$ cat config.mk
export PLATFORM = sky130hd
export DESIGN_NAME = dttri_ctrl
export DESIGN_NICKNAME = d
export VERILOG_FILES = /design/src/hw/rtl/dttri_pkg.sv /design/src/hw/rtl/dttri_ctrl.sv
export SDC_FILE = /design/constraint.sdc
export NUM_CORES = 1
export LEC_CHECK = 0
export BUFFER_PORTS_ARGS = -buffer_cell sky130_fd_sc_hd__buf_2
export CAP_MARGIN = 10
export CORE_MARGIN = 5
export CORE_UTILIZATION = 40
export DETAILED_ROUTE_END_ITERATION = 6
export GPL_TIMING_DRIVEN = 0
export PLACE_DENSITY = 0.7
export SYNTH_ARGS = -nofsm -noshare
export SYNTH_HDL_FRONTEND = slang
export SYNTH_SLANG_ARGS = --single-unit
export TNS_END_PERCENT = 20
$ cat constraint.sdc
create_clock -name clk_i -period 2.9 [get_ports clk_i]
set_input_delay 0.145 -clock clk_i [delete_from_list [all_inputs] [get_ports clk_i]]
set_output_delay 0.145 -clock clk_i [all_outputs]
set_load 0.01 [all_outputs]
$ cat src/hw/rtl/dttri_pkg.sv
`timescale 1ns / 1ps
package dttri_pkg;

  // accumulator and exponent widths
  localparam int ACC_WIDTH = 64;
  localparam int EXP_WIDTH = 16;

  // signed sum of decimal exponent and exponent digits
  localparam int EW = EXP_WIDTH + 2;

  // the divide-by-ten unit walks the work register 16 bits at a time
  localparam int CHUNK = 16;
  localparam int NCH = (ACC_WIDTH + CHUNK - 1) / CHUNK;
  localparam int PW = NCH * CHUNK;
  localparam int CHUNK_W = (NCH > 1) ? $clog2(NCH) : 1;

  // scaling step count: up to 9 multiply steps or 19 divide steps
  localparam int CNT_W = 5;

  localparam logic [ACC_WIDTH-1:0] ACC_MAX = {ACC_WIDTH{1'b1}};
  localparam logic [ACC_WIDTH-1:0] MANT_ROOM = (ACC_MAX - ACC_WIDTH'(9)) / ACC_WIDTH'(10);
  localparam logic [EXP_WIDTH-1:0] EXPD_MAX = {EXP_WIDTH{1'b1}};
  localparam logic [EXP_WIDTH-1:0] DEXP_MAX = {1'b0, {(EXP_WIDTH-1){1'b1}}};
  localparam logic [EXP_WIDTH-1:0] DEXP_MIN = {1'b1, {(EXP_WIDTH-1){1'b0}}};
  localparam logic [31:0] MAG_LIMIT = 32'h7FFF_FFFF;

  // x / 10 == (x * DIV10_RECIP) >> DIV10_SHIFT for x below 2^22
  localparam logic [19:0] DIV10_RECIP = 20'd838861;
  localparam int DIV10_SHIFT = 23;

  localparam logic [7:0] CH_MINUS = 8'h2D;
  localparam logic [7:0] CH_PLUS = 8'h2B;
  localparam logic [7:0] CH_DOT = 8'h2E;
  localparam logic [7:0] CH_E_LO = 8'h65;
  localparam logic [7:0] CH_E_UP = 8'h45;
  localparam logic [7:0] CH_ZERO = 8'h30;
  localparam logic [7:0] CH_NINE = 8'h39;

  typedef enum logic [3:0] {
    ST_IDLE,
    ST_INT,
    ST_FRAC,
    ST_EXP0,
    ST_EXP1,
    ST_PREP,
    ST_MUL,
    ST_DIV,
    ST_ROUND
  } state_e;

  typedef struct packed {
    logic clear;
    logic set_neg;
    logic take_int;
    logic take_frac;
    logic exp_sign;
    logic take_exp;
    logic prep;
    logic mul_step;
    logic div_step;
    logic finish;
  } cmd_t;

  typedef struct packed {
    logic is_digit;
    logic is_dot;
    logic is_exp;
    logic is_plus;
    logic is_minus;
    logic run_mul;
    logic run_div;
    logic w_over;
    logic cnt_last;
    logic chunk_last;
  } sts_t;

endpackage

$ cat src/hw/rtl/dttri_ctrl.sv
`timescale 1ns / 1ps
module dttri_ctrl (
  input  logic            clk_i,
  input  logic            rst_ni,
  input  logic            in_valid_i,
  output logic            in_ready_o,
  input  logic            start_req_i,
  output logic            out_valid_o,
  input  logic            out_ready_i,
  input  dttri_pkg::sts_t sts_i,
  output dttri_pkg::cmd_t cmd_o
);
  import dttri_pkg::*;

  state_e st_q, st_d;
  state_e phase_eff;
  logic   out_valid_q, out_valid_d;
  logic   in_fire;
  logic   out_free;

  assign in_ready_o = (st_q inside {ST_IDLE, ST_INT, ST_FRAC, ST_EXP0, ST_EXP1});
  assign in_fire = in_valid_i & in_ready_o;
  assign out_free = !out_valid_q || out_ready_i;
  assign out_valid_o = out_valid_q;
  assign phase_eff = start_req_i ? ST_INT : st_q;

  // next state
  always_comb begin
    st_d = st_q;
    case (st_q)
      ST_IDLE, ST_INT, ST_FRAC, ST_EXP0, ST_EXP1: begin
        if (in_fire) begin
          if (start_req_i && (sts_i.is_minus || sts_i.is_plus)) begin
            st_d = ST_INT;
          end else begin
            case (phase_eff)
              ST_INT: begin
                if (sts_i.is_digit) st_d = ST_INT;
                else if (sts_i.is_dot) st_d = ST_FRAC;
                else if (sts_i.is_exp) st_d = ST_EXP0;
                else st_d = ST_PREP;
              end
              ST_FRAC: begin
                if (sts_i.is_digit) st_d = ST_FRAC;
                else if (sts_i.is_exp) st_d = ST_EXP0;
                else st_d = ST_PREP;
              end
              ST_EXP0: begin
                if (sts_i.is_plus || sts_i.is_minus || sts_i.is_digit) st_d = ST_EXP1;
                else st_d = ST_PREP;
              end
              ST_EXP1: begin
                if (sts_i.is_digit) st_d = ST_EXP1;
                else st_d = ST_PREP;
              end
              default: st_d = st_q;
            endcase
          end
        end
      end
      ST_PREP: begin
        if (sts_i.run_mul) st_d = ST_MUL;
        else if (sts_i.run_div) st_d = ST_DIV;
        else st_d = ST_ROUND;
      end
      ST_MUL: begin
        if (sts_i.w_over || sts_i.cnt_last) st_d = ST_ROUND;
      end
      ST_DIV: begin
        if (sts_i.chunk_last && sts_i.cnt_last) st_d = ST_ROUND;
      end
      ST_ROUND: begin
        if (out_free) st_d = ST_IDLE;
      end
      default: st_d = ST_IDLE;
    endcase
  end

  // datapath commands
  always_comb begin
    cmd_o = '0;
    case (st_q)
      ST_IDLE, ST_INT, ST_FRAC, ST_EXP0, ST_EXP1: begin
        if (in_fire) begin
          cmd_o.clear = start_req_i;
          if (start_req_i && sts_i.is_minus) begin
            cmd_o.set_neg = 1'b1;
          end else if (!(start_req_i && sts_i.is_plus)) begin
            case (phase_eff)
              ST_INT:  cmd_o.take_int = sts_i.is_digit;
              ST_FRAC: cmd_o.take_frac = sts_i.is_digit;
              ST_EXP0: begin
                cmd_o.exp_sign = sts_i.is_plus || sts_i.is_minus;
                cmd_o.take_exp = sts_i.is_digit;
              end
              ST_EXP1: cmd_o.take_exp = sts_i.is_digit;
              default: cmd_o = '0;
            endcase
          end
        end
      end
      ST_PREP:  cmd_o.prep = 1'b1;
      ST_MUL:   cmd_o.mul_step = !sts_i.w_over;
      ST_DIV:   cmd_o.div_step = 1'b1;
      ST_ROUND: cmd_o.finish = out_free;
      default:  cmd_o = '0;
    endcase
  end

  always_comb begin
    out_valid_d = out_valid_q;
    if (out_valid_q && out_ready_i) out_valid_d = 1'b0;
    if (cmd_o.finish) out_valid_d = 1'b1;
  end

  always_ff @(posedge clk_i or negedge rst_ni) begin
    if (!rst_ni) begin
      st_q <= ST_IDLE;
      out_valid_q <= 1'b0;
    end else begin
      st_q <= st_d;
      out_valid_q <= out_valid_d;
    end
  end

  // scaling only starts from a terminating character transfer
  assert property (@(posedge clk_i) disable iff (!rst_ni)
    (st_q == ST_PREP) |-> $past(in_fire))
    else $error("scaling started without a terminating transfer");

  assert property (@(posedge clk_i) disable iff (!rst_ni)
    (st_q == ST_ROUND && out_free) |=> (out_valid_q && st_q == ST_IDLE))
    else $error("finished result not presented");

  assert property (@(posedge clk_i) disable iff (!rst_ni)
    $onehot0({cmd_o.take_int, cmd_o.take_frac, cmd_o.take_exp, cmd_o.prep,
              cmd_o.mul_step, cmd_o.div_step, cmd_o.finish}))
    else $error("conflicting datapath commands");

endmodule

Yosys cells after proc, flatten, opt, wreduce, memory -nomap -nowiden

Cells that the tools add are included.

Bits in registers: 5
Bits of input ports: 15
Output and inout bits: 12

Eq/ne operators: 17
Mux-type cells: 33
Bitwise logic cells: 1
Reduce and logical (&&, ||, !) cells: 18

Operator list:

| kind               | number |
|---|---|
| $mux 4             | 8 |
| $eq 4x3->1 const B | 5 |
| $mux 10            | 2 |
| $pmux 4 s5         | 1 |
| $eq 4x2->1 const B | 4 |
| $pmux 4 s4         | 1 |
| $mux 3             | 4 |
| $mux 1             | 10 |
| $eq 4x1->1 const B | 2 |
| $mux 8             | 1 |
| $ne 2x2->1 const B | 4 |
| $pmux 1 s2         | 4 |
| $mux 6             | 1 |
| $ne 6x2->1 const B | 1 |
| $logic_and 1x1->1  | 5 |
| $reduce_and 5->1   | 1 |
| $reduce_bool 5->1  | 1 |
| $reduce_or 5->1    | 1 |
| $eq 4x4->1 const B | 1 |
| $logic_not 4->1    | 1 |
| $logic_or 1x1->1   | 4 |
| $reduce_or 4->1    | 1 |
| $logic_not 1->1    | 2 |
| $mux 2             | 1 |
| 3 further kinds    | 3 |

Logic depth before layout (Yosys ltp)

Depth in word-level cells: 9
Depth in mapped cells: 7
Depth with buffers taken out: 6

Worst setup path after synthesis

No wires, ideal clock.

Kind: register to output
From: register st_q[0]
To: output port cmd_o[6] (netlist bit)
Data arrival time: 1565 ps
Required time: 2755 ps
Slack: 1190 ps
Stages on the path, launching flop included: 7
Path buffers: 1
Cell sequence: dfrtp_1 > clkbuf_1 > or2_1 > a21o_1 > inv_2 > nand4_1 > nor3b_1

RTL lines:

| what                   | RTL line          | source |
|---|---|---|
| start, declared        | dttri_ctrl.sv:15  | `state_e st_q, st_d;` |
| start signal, assigned | dttri_ctrl.sv:121 | `st_q <= st_d;` |
| end, declared          | dttri_ctrl.sv:11  | `output dttri_pkg::cmd_t cmd_o` |

==> flow_metrics.tcl <==
set metrics [dict create \
    num-nets-final 124 \
    initial_core_util_pct 43.4 \
    status "complete, no violations" \
    hold_violations 0 \
    cp-end-kind "output port" \
    portBuffers 26 \
    max-vdd-ir-drop_uv 299 \
    syn_avg_cell_area_sq_um 7.60 \
    routed_wl_um 1580 \
    grt_setup_unrepaired "false" \
    final_max_slew_viol_count 0 \
    grt_pass1_wl_um 2500 \
    netlist_area_sq_um 586 \
    period_minus_slack_ns 2.11 \
    vias 680 \
    worstSkewPairLatency_ns 0.24 \
    grt_overflow 0 \
    crit_slowest_cell "dfrtp_1" \
    htreeDepth 1 \
    fmax_mhz 473 \
    maxCapViolCount 0 \
    syn_to_final_growth_pct 31.6 \
    gp_congestion 0.845 \
    cts_made_buffers 3 \
    layout-drive-gt1-share_pct 35.2 \
    drt-initial-drc-count 17 \
    ys.warnings.count 0 \
    yosysSeqAreaShare_pct 21.4 \
    wire_per_inst_um 12.8 \
    crit_type "reg -> out" \
    power_leakage_uw 0.000398 \
    fin_tns_setup_ns 0 \
    max_stage_delay_ns 0.39 \
    min_path_type "in -> reg" \
    antenna_found_initial 0 \
    routed_via_density 5.53 \
    post-cts-setup-buffers 0 \
    synth_cell_types 36 \
    drc 0 \
    insertedDiodeCount 0 \
    clk_pin_slew_ns 0.04 \
    critical-path-top-delay-family "simple AND/OR/NAND/NOR gates" \
    fp.dieH_um 48.3 \
    cts_tree "yes" \
    setup_violations 0 \
    dp_hpwl_um 1260 \
    max_slew_margin_pct 67.7 \
    place_area_sq_um 734 \
    post-place-cells 118 \
    dr.pass1.iters 4 \
    required_ns 2.76 \
    cts_buffer_depth 2 \
    path_buf_inv 3 \
    worst_pin_slew_ns 0.481 \
    fin_crit_sh_pct 72.9 \
    crit_chain "clkbuf_1, or2_1, a21o_1, inv_2, nand4_1, nor3b_1, buf_2" \
    grt_max_degree 11 \
    gr-usage-all-layers_pct 15.1 \
    synth_nets 92 \
    start_kind "flip-flop" \
    final_cell_count_no_fill 123 \
    clockRootBuffer "clkbuf_4" \
    die_x_um 48.3 \
    ys_ff_latch 5 \
    final_area_sq_um 771 \
    rows 13 \
    crit_fanout 10 \
    netlist_instances 77 \
    powerDensity_nw_per_um2 694 \
    num_io_pins 27 \
    crit_arrival_ns 1.97 \
    first_global_vias 599 \
    core_area_sq_um 1350 \
    clock-sinks 5 \
    fillCellCount 136 \
    cts.repair.resized 0 \
    hold_buffers 1 \
    antenna_left 0 \
    die-area_sq_um 2330 \
    fin_skew_ns 0.00304 \
]
==> tightest hold or removal path, cell delays in order <==
cell and delay, ns:
buf_2 0.07, nor2b_1 0.05, nand2b_1 0.13
==> metrics by stage <==
stage,utilization (%),worst slack [ns],hold WS [ns],power (uW)
after global placement,54.4,1.07,-0.0393,446
after detailed placement,54.4,1.04,-0.0399,452
final,57.1,0.787,0.208,535
after floorplan,-,1.19,-0.151,366
after global routing,57.1,0.688,0.223,578
after CTS,57.1,0.780,0.204,536
==> power by group <==
group	leakage, uW	switching [uW]	internal, uW	total (uW)
combinational	0.000317	198	153	352
clock	0.0000150	28.6	52.0	80.6
sequential	0.0000658	11.0	91.5	102
total	0.000398	238	297	535
==> registers in the layout, summed over array words and instances (netlist names) <==
name,cells
out_valid_o,1
st_q,4
==> cell usage after synthesis (all sizes together) <==
master | number | area [sq um]
clkbuf | 2 | 7.51
nand2b | 4 | 32.5
and3 | 1 | 6.26
o22ai | 2 | 12.5
o21ai | 6 | 30.0
a21o | 1 | 7.51
o21a | 1 | 7.51
mux2 | 2 | 22.5
nor4b | 1 | 8.76
nand2 | 4 | 15.0
nand3b | 4 | 30.0
a2bb2oi | 1 | 15.0
o2111ai | 2 | 17.5
nor3 | 2 | 10.0
nand3 | 2 | 10.0
and2 | 1 | 6.26
or2 | 1 | 6.26
or3b | 1 | 11.3
buf | 3 | 20.0
a211o | 1 | 8.76
a21bo | 2 | 20.0
nor2 | 14 | 52.6
nor3b | 2 | 15.0
or3 | 1 | 6.26
a211oi | 2 | 32.5
a21oi | 2 | 10.0
nor2b | 2 | 12.5
nand4b | 1 | 8.76
inv | 3 | 11.3
nand4 | 1 | 6.26
dfrtp | 5 | 125
==> path summary, 6_finish.rpt <==
check,startpoint,end,slack [ns],cells after the start
max,st_q[1],cmd_o[6],0.79,7
min,out_ready_i,out_valid_o,0.21,3
max reg2reg,st_q[1],st_q[2],1.07,6
min reg2reg,st_q[2],st_q[2],0.65,2
max in group asynchronous,rst_ni,out_valid_o,2.53,2
min in group asynchronous,rst_ni,st_q[2],0.24,2
==> cells in the final DEF (no fill, tap or decap), drive strengths merged, types with 2 or more instances in the layout <==
master	count
inv	3
o2111ai	2
a21oi	2
a211oi	2
o21ai	6
nand2b	4
mux2	2
nand3	2
nor2b	2
clkbuf	6
dfrtp	5
nand2	4
a21bo	2
nor2	14
o22ai	2
nor3	2
nor3b	2
buf	29
nand3b	4
==> cell families after synthesis <==
logic type / Yosys count / synth area share (%)
and+or+nand+nor: 42 / 40.6
DFF: 5 / 21.4
buffers and inverters: 8 / 6.62
muxes: 2 / 3.85
AOI/OAI and AO/OA: 20 / 27.6
==> metal layers <==
metal / vias to the layer above / track usage (%) / part of all wire [%]
li1: 341 / - / -
met5: - / 0 / 0
met4: 0 / 4.84 / 1.4
met1: 314 / 19.8 / 43
met2: 23 / 25.8 / 50
met3: 2 / 1.48 / 6.0
==> cell type report <==
class                           instances  area, sq um  area share (%)
Multi-Input combinational cell         64          422            54.7
Tap cell                               15         18.8            2.44
Inverter                                3         11.3            1.46
Clock buffer                            4         26.3            3.41
Buffer                                  5         27.5            3.57
Sequential cell                         5          125            16.2
Timing Repair Buffer                   27          140            18.2
(Power assumes the default switching activity.)
